[config.mk]
export PLATFORM = sky130hd
export DESIGN_NAME = configurable_crc16_engine_unit
export DESIGN_NICKNAME = d
export VERILOG_FILES = /design/src/rtl/cce_pkg.sv /design/src/rtl/cce_cfg.sv /design/src/rtl/cce_fold.sv /design/src/rtl/configurable_crc16_engine_unit.sv
export SDC_FILE = /design/constraint.sdc
export NUM_CORES = 1
export LEC_CHECK = 0
export ABC_AREA = 1
export BUFFER_PORTS_ARGS = -buffer_cell sky130_fd_sc_hd__buf_4
export CORE_ASPECT_RATIO = 1.4
export CORE_MARGIN = 1
export CORE_UTILIZATION = 50
export CTS_CLUSTER_SIZE = 12
export DETAILED_ROUTE_END_ITERATION = 6
export GPL_TIMING_DRIVEN = 1
export PLACE_DENSITY = 0.79
export SLEW_MARGIN = 20
export SYNTH_ARGS = -nofsm -noshare
export SYNTH_HDL_FRONTEND = slang
export SYNTH_HIERARCHICAL = 1
export SYNTH_SLANG_ARGS = --single-unit
[constraint.sdc]
create_clock -name clk_i -period 5.5 [get_ports clk_i]
set_input_delay 0.275 -clock clk_i [delete_from_list [all_inputs] [get_ports clk_i]]
set_output_delay 0.275 -clock clk_i [all_outputs]
set_load 0.05 [all_outputs]
[src/rtl/cce_pkg.sv]
// Shared types and constants for the configurable CRC-16 engine.
`timescale 1ns / 1ps

package cce_pkg;

  localparam int unsigned CRC_W  = 16;
  localparam int unsigned BYTE_W = 8;
  localparam int unsigned IDX_W  = 2;

  // Reset values of the CRC state and the configuration registers
  localparam logic [CRC_W-1:0] DEFAULT_POLY  = 16'h1021;
  localparam logic [CRC_W-1:0] DEFAULT_INIT  = 16'hFFFF;
  localparam logic             DEFAULT_RIGHT = 1'b0;
  localparam logic [CRC_W-1:0] CRC_RESET     = 16'hFFFF;

  // Configuration register indexes
  localparam logic [IDX_W-1:0] REG_POLY  = 2'd0;
  localparam logic [IDX_W-1:0] REG_INIT  = 2'd1;
  localparam logic [IDX_W-1:0] REG_RIGHT = 2'd2;

  typedef struct packed {
    logic [CRC_W-1:0] poly;
    logic [CRC_W-1:0] init;
    logic             shift_right;
  } cfg_t;

  typedef struct packed {
    logic [BYTE_W-1:0] data;
    logic              first;
    logic              last;
  } in_item_t;

endpackage

[src/rtl/cce_cfg.sv]
// Configuration register file of the CRC-16 engine.
`timescale 1ns / 1ps

module cce_cfg import cce_pkg::*; (
  input  logic             clk_i,
  input  logic             rst_ni,
  input  logic             cfg_valid_i,
  output logic             cfg_ready_o,
  input  logic [IDX_W-1:0] cfg_index_i,
  input  logic [CRC_W-1:0] cfg_data_i,
  output cfg_t             cfg_o
);

  cfg_t cfg_d, cfg_q;

  // Always ready: a write is accepted and registered straight into cfg_q
  assign cfg_ready_o = 1'b1;

  // Decode the index; drop writes to unknown indexes
  always_comb begin
    cfg_d = cfg_q;
    if (cfg_valid_i) begin
      case (cfg_index_i)
        REG_POLY:  cfg_d.poly        = cfg_data_i;
        REG_INIT:  cfg_d.init        = cfg_data_i;
        REG_RIGHT: cfg_d.shift_right = cfg_data_i[0];
        default:   cfg_d = cfg_q;
      endcase
    end
  end

  always_ff @(posedge clk_i or negedge rst_ni) begin
    if (!rst_ni) begin
      cfg_q.poly        <= DEFAULT_POLY;
      cfg_q.init        <= DEFAULT_INIT;
      cfg_q.shift_right <= DEFAULT_RIGHT;
    end else begin
      cfg_q <= cfg_d;
    end
  end

  assign cfg_o = cfg_q;

endmodule

[src/rtl/cce_fold.sv]
// Combinational fold of one byte into a CRC-16, left or reflected mode.
`timescale 1ns / 1ps

module cce_fold import cce_pkg::*; (
  input  logic [CRC_W-1:0]  crc_i,
  input  logic [BYTE_W-1:0] data_i,
  input  logic [CRC_W-1:0]  poly_i,
  input  logic              shift_right_i,
  output logic [CRC_W-1:0]  crc_o
);

  // Mix the byte in, then run eight shift-and-conditional-XOR steps
  always_comb begin
    logic [CRC_W-1:0] c;
    logic             hit;
    if (shift_right_i) begin
      c = crc_i ^ {{(CRC_W-BYTE_W){1'b0}}, data_i};
    end else begin
      c = crc_i ^ {data_i, {(CRC_W-BYTE_W){1'b0}}};
    end
    for (int k = 0; k < BYTE_W; k++) begin
      if (shift_right_i) begin
        hit = c[0];
        c   = {1'b0, c[CRC_W-1:1]};
      end else begin
        hit = c[CRC_W-1];
        c   = {c[CRC_W-2:0], 1'b0};
      end
      if (hit) begin
        c = c ^ poly_i;
      end
    end
    crc_o = c;
  end

endmodule

[src/rtl/configurable_crc16_engine_unit.sv]
// Top level of the configurable CRC-16 engine: input register, fold, result register.
// A last byte's CRC is loaded into the result register as it leaves the input register.
// Throughput: one byte per cycle, set by the combinational eight-step fold, unless a last
// byte waits on a stalled result; the CRC state updates as each byte advances.
// Reset: asynchronous, active low; clears both valid flags, sets the CRC state to 0xFFFF
// and loads the configuration defaults (polynomial 0x1021, init 0xFFFF, left mode).
`timescale 1ns / 1ps

module configurable_crc16_engine_unit import cce_pkg::*; (
  input  logic              clk_i,
  input  logic              rst_ni,
  // byte input channel
  input  logic              in_valid_i,
  output logic              in_stall_o,
  input  logic [BYTE_W-1:0] data_byte_i,
  input  logic              first_byte_i,
  input  logic              last_byte_i,
  // result channel
  output logic              out_valid_o,
  input  logic              out_stall_i,
  output logic [CRC_W-1:0]  crc_value_o,
  // configuration write channel
  input  logic              cfg_valid_i,
  output logic              cfg_ready_o,
  input  logic [IDX_W-1:0]  cfg_index_i,
  input  logic [CRC_W-1:0]  cfg_data_i
);

  cfg_t             cfg;
  in_item_t         s1_d, s1_q;
  logic             s1_valid_d, s1_valid_q;
  logic [CRC_W-1:0] crc_d, crc_q;
  logic [CRC_W-1:0] res_d, res_q;
  logic             res_valid_d, res_valid_q;
  logic [CRC_W-1:0] fold_in, fold_out;
  logic             res_free, s1_adv, in_acc;

  cce_cfg u_cfg (
    .clk_i       (clk_i),
    .rst_ni      (rst_ni),
    .cfg_valid_i (cfg_valid_i),
    .cfg_ready_o (cfg_ready_o),
    .cfg_index_i (cfg_index_i),
    .cfg_data_i  (cfg_data_i),
    .cfg_o       (cfg)
  );

  // Advance the input register when its byte gives no result or the result slot frees
  assign res_free   = !res_valid_q || !out_stall_i;
  assign s1_adv     = s1_valid_q && (!s1_q.last || res_free);
  assign in_stall_o = s1_valid_q && !s1_adv;
  assign in_acc     = in_valid_i && !in_stall_o;

  // Capture the incoming item
  always_comb begin
    s1_d       = s1_q;
    s1_valid_d = s1_valid_q;
    if (!in_stall_o) begin
      s1_valid_d = in_valid_i;
    end
    if (in_acc) begin
      s1_d.data  = data_byte_i;
      s1_d.first = first_byte_i;
      s1_d.last  = last_byte_i;
    end
  end

  // Start from init on a first byte, else from the running CRC
  assign fold_in = s1_q.first ? cfg.init : crc_q;

  cce_fold u_fold (
    .crc_i         (fold_in),
    .data_i        (s1_q.data),
    .poly_i        (cfg.poly),
    .shift_right_i (cfg.shift_right),
    .crc_o         (fold_out)
  );

  // Update the running CRC and load the result on a last byte
  always_comb begin
    crc_d       = crc_q;
    res_d       = res_q;
    res_valid_d = res_valid_q;
    if (!out_stall_i) begin
      res_valid_d = 1'b0;
    end
    if (s1_adv) begin
      crc_d = fold_out;
      if (s1_q.last) begin
        res_d       = fold_out;
        res_valid_d = 1'b1;
      end
    end
  end

  always_ff @(posedge clk_i or negedge rst_ni) begin
    if (!rst_ni) begin
      s1_valid_q  <= 1'b0;
      res_valid_q <= 1'b0;
      crc_q       <= CRC_RESET;
    end else begin
      s1_valid_q  <= s1_valid_d;
      res_valid_q <= res_valid_d;
      crc_q       <= crc_d;
    end
  end

  // Payload registers
  always_ff @(posedge clk_i) begin
    s1_q  <= s1_d;
    res_q <= res_d;
  end

  assign out_valid_o = res_valid_q;
  assign crc_value_o = res_q;

  // A new result appears only after a last byte left the input register
  a_res_from_last : assert property (@(posedge clk_i) disable iff (!rst_ni)
    $rose(res_valid_q) |-> $past(s1_valid_q && s1_q.last))
    else $error("result raised without a last byte");

  // An empty input register never stalls the input
  a_no_idle_stall : assert property (@(posedge clk_i) disable iff (!rst_ni)
    !s1_valid_q |-> !in_stall_o)
    else $error("input stalled with empty input register");

  // A byte without a result leaves a stalled result untouched
  a_mid_keeps_res : assert property (@(posedge clk_i) disable iff (!rst_ni)
    (s1_adv && !s1_q.last && res_valid_q && out_stall_i) |=> $stable(res_q))
    else $error("stalled result changed by a middle byte");

  // The CRC state moves only when a byte leaves the input register
  a_crc_moves_on_adv : assert property (@(posedge clk_i) disable iff (!rst_ni)
    !s1_adv |=> $stable(crc_q))
    else $error("CRC state changed without a byte");

endmodule
# Word level (Yosys, flattened, before mapping)
# Cells that the tools add are included.
# totals
reg_bits	77
latchBits	0
mem_bits_rw	0
rom_bits	0
output_inout_bits	19
elab_cells	66
mem_count	0
# op_classes
addsub	0
mul	0
div	0
n_lt_le_gt_ge	0
eq_ne	2
shifts	0
n_mux	29
n_bitwise	10
n_reduce_logical	15
# op_table
operator	count
16-bit two-way mux	18
16-bit XOR	9
16-bit by 8-bit XOR with 16-bit output	1
1-bit two-way mux	11
2-bit AND reduction	4
1-bit logical NOT	5
1-bit logical AND	3
2-bit by 1-bit equality test with 1-bit output (second input constant)	1
2-bit equality test (second input constant)	1
2-bit logical NOT	1
1-bit logical OR	2

# Longest topological paths before layout
# logic_depth
word_depth	27
ltp_mapped	46
depth_no_buf	42

# By module
# Netlist, hierarchy kept.
# modules_own_cells
mod	n_inst	cells_each	area_each_um2	seq_area_each_um2
cce_fold	1	1154	5305.1	0.0
configurable_crc16_engine_unit	1	158	1759.2	1251.2
cce_cfg	1	150	1406.3	849.6

# Least setup slack after synthesis
# No wires, ideal clock.
# synth_path
path_kind	register to register
startpoint	register s1_q[1] (netlist name)
endpoint	register res_q[11] (netlist: crc_value_o[11]), data pin
setup_ns	0.256
t_arrival_ns	3.689
path_slack_ns	1.555
stages_incl_launch_ff	40
path_buffers	5
period_less_slack_ns	3.945
path_cell_list	edfxtp_1 > clkbuf_1 > o21ai_0 > inv_1 > nand2_1 > nand3_1 > nand2_1 > nand2_1 > nand2_1 > nand3_1 > nand2_4 > nand2_2 > nand2_2 > nand2_1 > nand2_1 > nand2_2 > buf_6 > nand2_1 > (+4 left out) > nand2_2 > nand2_1 > nand2_1 > nand2_1 > nand2_1 > nand3_1 > nand2_1 > buf_6 > nand2_2 > nand2_2 > nand3_4 > nand3_2 > nand2_1 > nand3_2 > buf_6 > nand3_2 > nor2_1 > nor2_2
# synth_between
elab_cells_between_ends	36
# synth_rtl
element	line	text
start, declared	configurable_crc16_engine_unit.sv:30	in_item_t s1_d, s1_q;
start signal, assigned	configurable_crc16_engine_unit.sv:110	s1_q <= s1_d;
16-bit two-way mux *	configurable_crc16_engine_unit.sv:69	assign fold_in = s1_q.first ? cfg.init : crc_q;
named net fold_in[1]	configurable_crc16_engine_unit.sv:35	logic [CRC_W-1:0] fold_in, fold_out;
16-bit XOR / 16-bit by 8-bit XOR with 16-bit output (equally long branches)	cce_fold.sv:19, cce_fold.sv:17	
16-bit two-way mux *	cce_fold.sv:16	if (shift_right_i) begin
16-bit two-way mux *	cce_fold.sv:22	if (shift_right_i) begin
16-bit XOR	cce_fold.sv:30	c = c ^ poly_i;
16-bit two-way mux *	cce_fold.sv:29	if (hit) begin
1-bit two-way mux / 16-bit two-way mux (equally long branches)	cce_fold.sv:22	
(+12 left out)	--	
16-bit two-way mux *	cce_fold.sv:29	
16-bit two-way mux (on tied branches)	cce_fold.sv:22, cce_fold.sv:29	
16-bit XOR / 16-bit two-way mux (equally long branches)	cce_fold.sv:30, cce_fold.sv:22	
16-bit two-way mux *	cce_fold.sv:29	
16-bit two-way mux (on tied branches)	cce_fold.sv:22, cce_fold.sv:29	
16-bit XOR / 1-bit two-way mux (equally long branches)	cce_fold.sv:30, cce_fold.sv:22	
16-bit two-way mux *	cce_fold.sv:29	
named net fold_out[11]	configurable_crc16_engine_unit.sv:35	
end signal, assigned	configurable_crc16_engine_unit.sv:111	res_q <= res_d;
end, declared	configurable_crc16_engine_unit.sv:33	logic [CRC_W-1:0] res_d, res_q;
# The timed path passes the listed nets; every way through them passes the cells marked *.
# A chain may end at the register's enable or synchronous reset.

# Worst setup path in the final report
# layout_path
startpoint	register s1_q[1] (netlist name)
endpoint	register crc_q[11]
# layout_between
elab_chain_cells	27
elab_cells_between_ends	36
# layout_lines
element	line	text
16-bit two-way mux *	configurable_crc16_engine_unit.sv:69	
named net fold_in[15]	configurable_crc16_engine_unit.sv:35	
16-bit XOR / 16-bit by 8-bit XOR with 16-bit output (equally long branches)	cce_fold.sv:19, cce_fold.sv:17	
16-bit two-way mux *	cce_fold.sv:16	
16-bit two-way mux	cce_fold.sv:22	
16-bit XOR	cce_fold.sv:30	
16-bit two-way mux *	cce_fold.sv:29	
16-bit two-way mux	cce_fold.sv:22	
(+13 left out)	--	
16-bit two-way mux *	cce_fold.sv:29	
16-bit two-way mux	cce_fold.sv:22	
16-bit XOR	cce_fold.sv:30	
16-bit two-way mux *	cce_fold.sv:29	
16-bit two-way mux	cce_fold.sv:22	
16-bit XOR	cce_fold.sv:30	
16-bit two-way mux *	cce_fold.sv:29	
named net fold_out[11]	configurable_crc16_engine_unit.sv:35	
end signal, assigned	configurable_crc16_engine_unit.sv:104	crc_q <= crc_d;
end, declared	configurable_crc16_engine_unit.sv:32	logic [CRC_W-1:0] crc_d, crc_q;
# Marks and branches as above.

==> results.toml <==
[hold_path]
holdCritPathClass = "in2reg"
min_path_cells = 1

[die]
die_w_um = 112
initial_core_util_pct = 51.7
dieArea_um2 = 17500
io_pins = 52
die-height_um = 156
fp-row-count = 55
coreArea_um2 = 16400

[critical_path]
cp.arrival_ps = 5350
slowest_delay_ps = 410
cp.required_ps = 5770
crit_type = "reg2reg"
crit_fanout = 32
cpMostUsedCell = "nand2_1"
worstRegToRegCells = 40
slowest_stage = "edfxtp_1"
start_kind = "flip-flop"
endpoint_kind = "flip-flop"

[synth]
netlist_instances = 1462
netlist_area_um2 = 8470
synth_edf_count = 26
synth_seq_cells = 77
yosysTopAreaCell = "nand2_1"
async_flop_share_pct = 66.2
ys_top_cells_by_area = "nand2_1 28%, nand3_1 22%, dfstp_2 11%"
synthDistinctLibCells = 30
syn_nets = 1495
yosysSeqAreaShare_pct = 24.8
yosys_warnings = 6
synth.most_common_cell = "nand2_1"
synth_ff_type = "dfstp_2"
yosysTopAreaCellShare_pct = 28.1
syn_avg_cell_area_um2 = 5.79
synth_top_cells_by_count = "635 x nand2_1, 377 x nand3_1, 114 x inv_1"

[clock_network]
htreeDepth = 3
numCtsBuffers = 9
clk-insertion-delay-late_ps = 340
ctsLongestPathBuffers = 2
cts.clk_slew.worst_paths_ps = 60
cts_tree = "built"
cts_root_buf = "clkbuf_16"
cts_sinks = 77

[detailed_routing]
dr.pass1.iters = 6
ant_nets = 0
post_drt_wl_per_cell_um = 15.8
num_vias = 9501
wl_um = 26200
vias_per_cell = 5.71
dr.first_iter.drc_count = 700
drc = 0

[cells_and_area]
fillers = 1689
antenna_cells = 0
layout-drive-gt1-share_pct = 13.5
area_growth_pct = 7.62
final_nets = 1492

[sta]
worstMarginPinSlew_ps = 923
slew_violations = 0
final-hold-violation-count = 0
slew-limit-headroom_pct = 38.2
min_period_ps = 5070
hold_slack_ps = 112
setup_violations = 0
finalCritPeriodShare_pct = 92.3
clock.fmax_mhz = 197
clock_skew_ps = 11.0
layout_setup_ws_ps = 425

[status]
status = "finished clean"

[placement]
port_buffers = 50
gp_congestion = 1.02
hpwl_um = 19000
preCtsSetupSlack_ps = 223

[grt]
grt_busiest_layer = "met2"
met1_usage_pct = 33.2
antenna_found_initial = 0
grt_pass1_wl_um = 41300
grt_pass1_vias = 8617
grt-ovfl-total = 0
grt_use_met2_pct = 53.3
grt_usage_pct = 29.8
use_met3_pct = 3.54
grt_start_max_net_pins = 135

[power]
power_density_nw_per_um2 = 532
p_leak_nw = 4.89
ir_worst_vdd_v = 0.000333

[flow_run]
cap_viol_max_count = 0
==> path summary, 6_finish.rpt <==
check	from	to	slack, ps
max reg2reg	s1_q[1]	crc_q[11]	430
min in group asynchronous	rst_ni	s1_valid_q	490
max in group asynchronous	rst_ni	u_cfg/cfg_o[0]	4500
min	first_byte_i	s1_q[1]	110
min reg2reg	u_cfg/cfg_o[7]	u_cfg/cfg_o[7]	460
max	s1_q[1]	crc_q[11]	430
==> sequential cells by signal (all words and copies together) (netlist names) <==
signal       count
s1_valid_q       1
out_valid_o      1
s1_q            10
crc_value_o     16
crc_q           16
u_cfg/cfg_o     33
==> logic make-up (layout without fill, tap and decap cells) <==
| logic type | after synthesis | count (layout) | share of synthesized area, % |
|---|---|---|---|
| other | 1 | 1 | 0.0443 |
| XOR/XNOR | 6 | 6 | 0.620 |
| flip-flops | 77 | 77 | 24.8 |
| AO/OA/AOI/OAI | 45 | 45 | 2.82 |
| buffers and inverters | 212 | 211 | 12.2 |
| AND/OR/NAND/NOR | 1121 | 1124 | 59.5 |
==> worst max-delay path: cells and delay by family, from the launching register on <==
family | cells | cell delay, ps
AND/OR/NAND/NOR | 33 | 3540
flip-flops | 1 | 410
buffers and inverters | 6 | 800
AO/OA/AOI/OAI | 1 | 220
==> cell usage in the layout (no fill, tap or decap), types with 3 or more instances in the layout <==
| cell | n |
|---|---|
| a21oi_1 | 3 |
| nor2_2 | 6 |
| o21ai_1 | 8 |
| clkbuf_16 | 9 |
| nand3_4 | 5 |
| inv_2 | 5 |
| dfstp_2 | 35 |
| nand3_1 | 375 |
| o21ai_0 | 28 |
| nand2_2 | 24 |
| buf_4 | 70 |
| nand3_2 | 24 |
| nand2_1 | 633 |
| inv_1 | 114 |
| dfrtp_1 | 15 |
| o21bai_1 | 4 |
| nor2_1 | 23 |
| xnor2_1 | 4 |
| nand4_1 | 25 |
| edfxtp_1 | 26 |
| nand2_4 | 6 |
==> what timing repair did <==
| item | in CTS | in global routing |
|---|---|---|
| hold endpoints to repair | 16 | 0 |
| setup buffers | 0 | 3 |
| setup endpoints to repair | 0 | 32 |
| hold buffers | 1 | 0 |
| gates resized for setup | 0 | 15 |
==> through the flow <==
stage          cell area (µm²)  TNS [ps]  instances  utilization (%)  power (mW)
2_1_floorplan             8470         0       1462                -        3.47
3_3_place_gp              8700         0       1640             53.1        4.04
3_5_place_dp              8700         0       1640             53.1        4.09
4_1_cts                   9010         0       1657             55.0        4.71
5_1_grt                   9120     -43.4       1663             55.7        5.28
6_report                  9120         0       1663             55.7        4.85
==> report_power, final <==
part / switching, mW / internal (mW)
Clock: 0.239 / 0.354
Combinational: 2.28 / 1.03
Sequential: 0.134 / 0.815
Total: 2.65 / 2.20
==> layout make-up <==
| cell class | count | area [µm²] | area share, % |
|---|---|---|---|
| Tap cell | 199 | 249 | 2.73 |
| Timing Repair Buffer | 75 | 598 | 6.56 |
| Clock inverter | 6 | 71.3 | 0.782 |
| Sequential cell | 77 | 2100 | 23.1 |
| Clock buffer | 10 | 229 | 2.51 |
| Multi-Input combinational cell | 1176 | 5410 | 59.4 |
| Inverter | 120 | 453 | 4.97 |
==> per-layer routing <==
| layer | wire, µm | part of all wire, % |
|---|---|---|
| met2 | 13100 | 50 |
| met5 | 0 | 0 |
| met1 | 10100 | 39 |
| met3 | 1360 | 5.2 |
| met4 | 1600 | 6.1 |
Power figures use the tool's default switching activity.
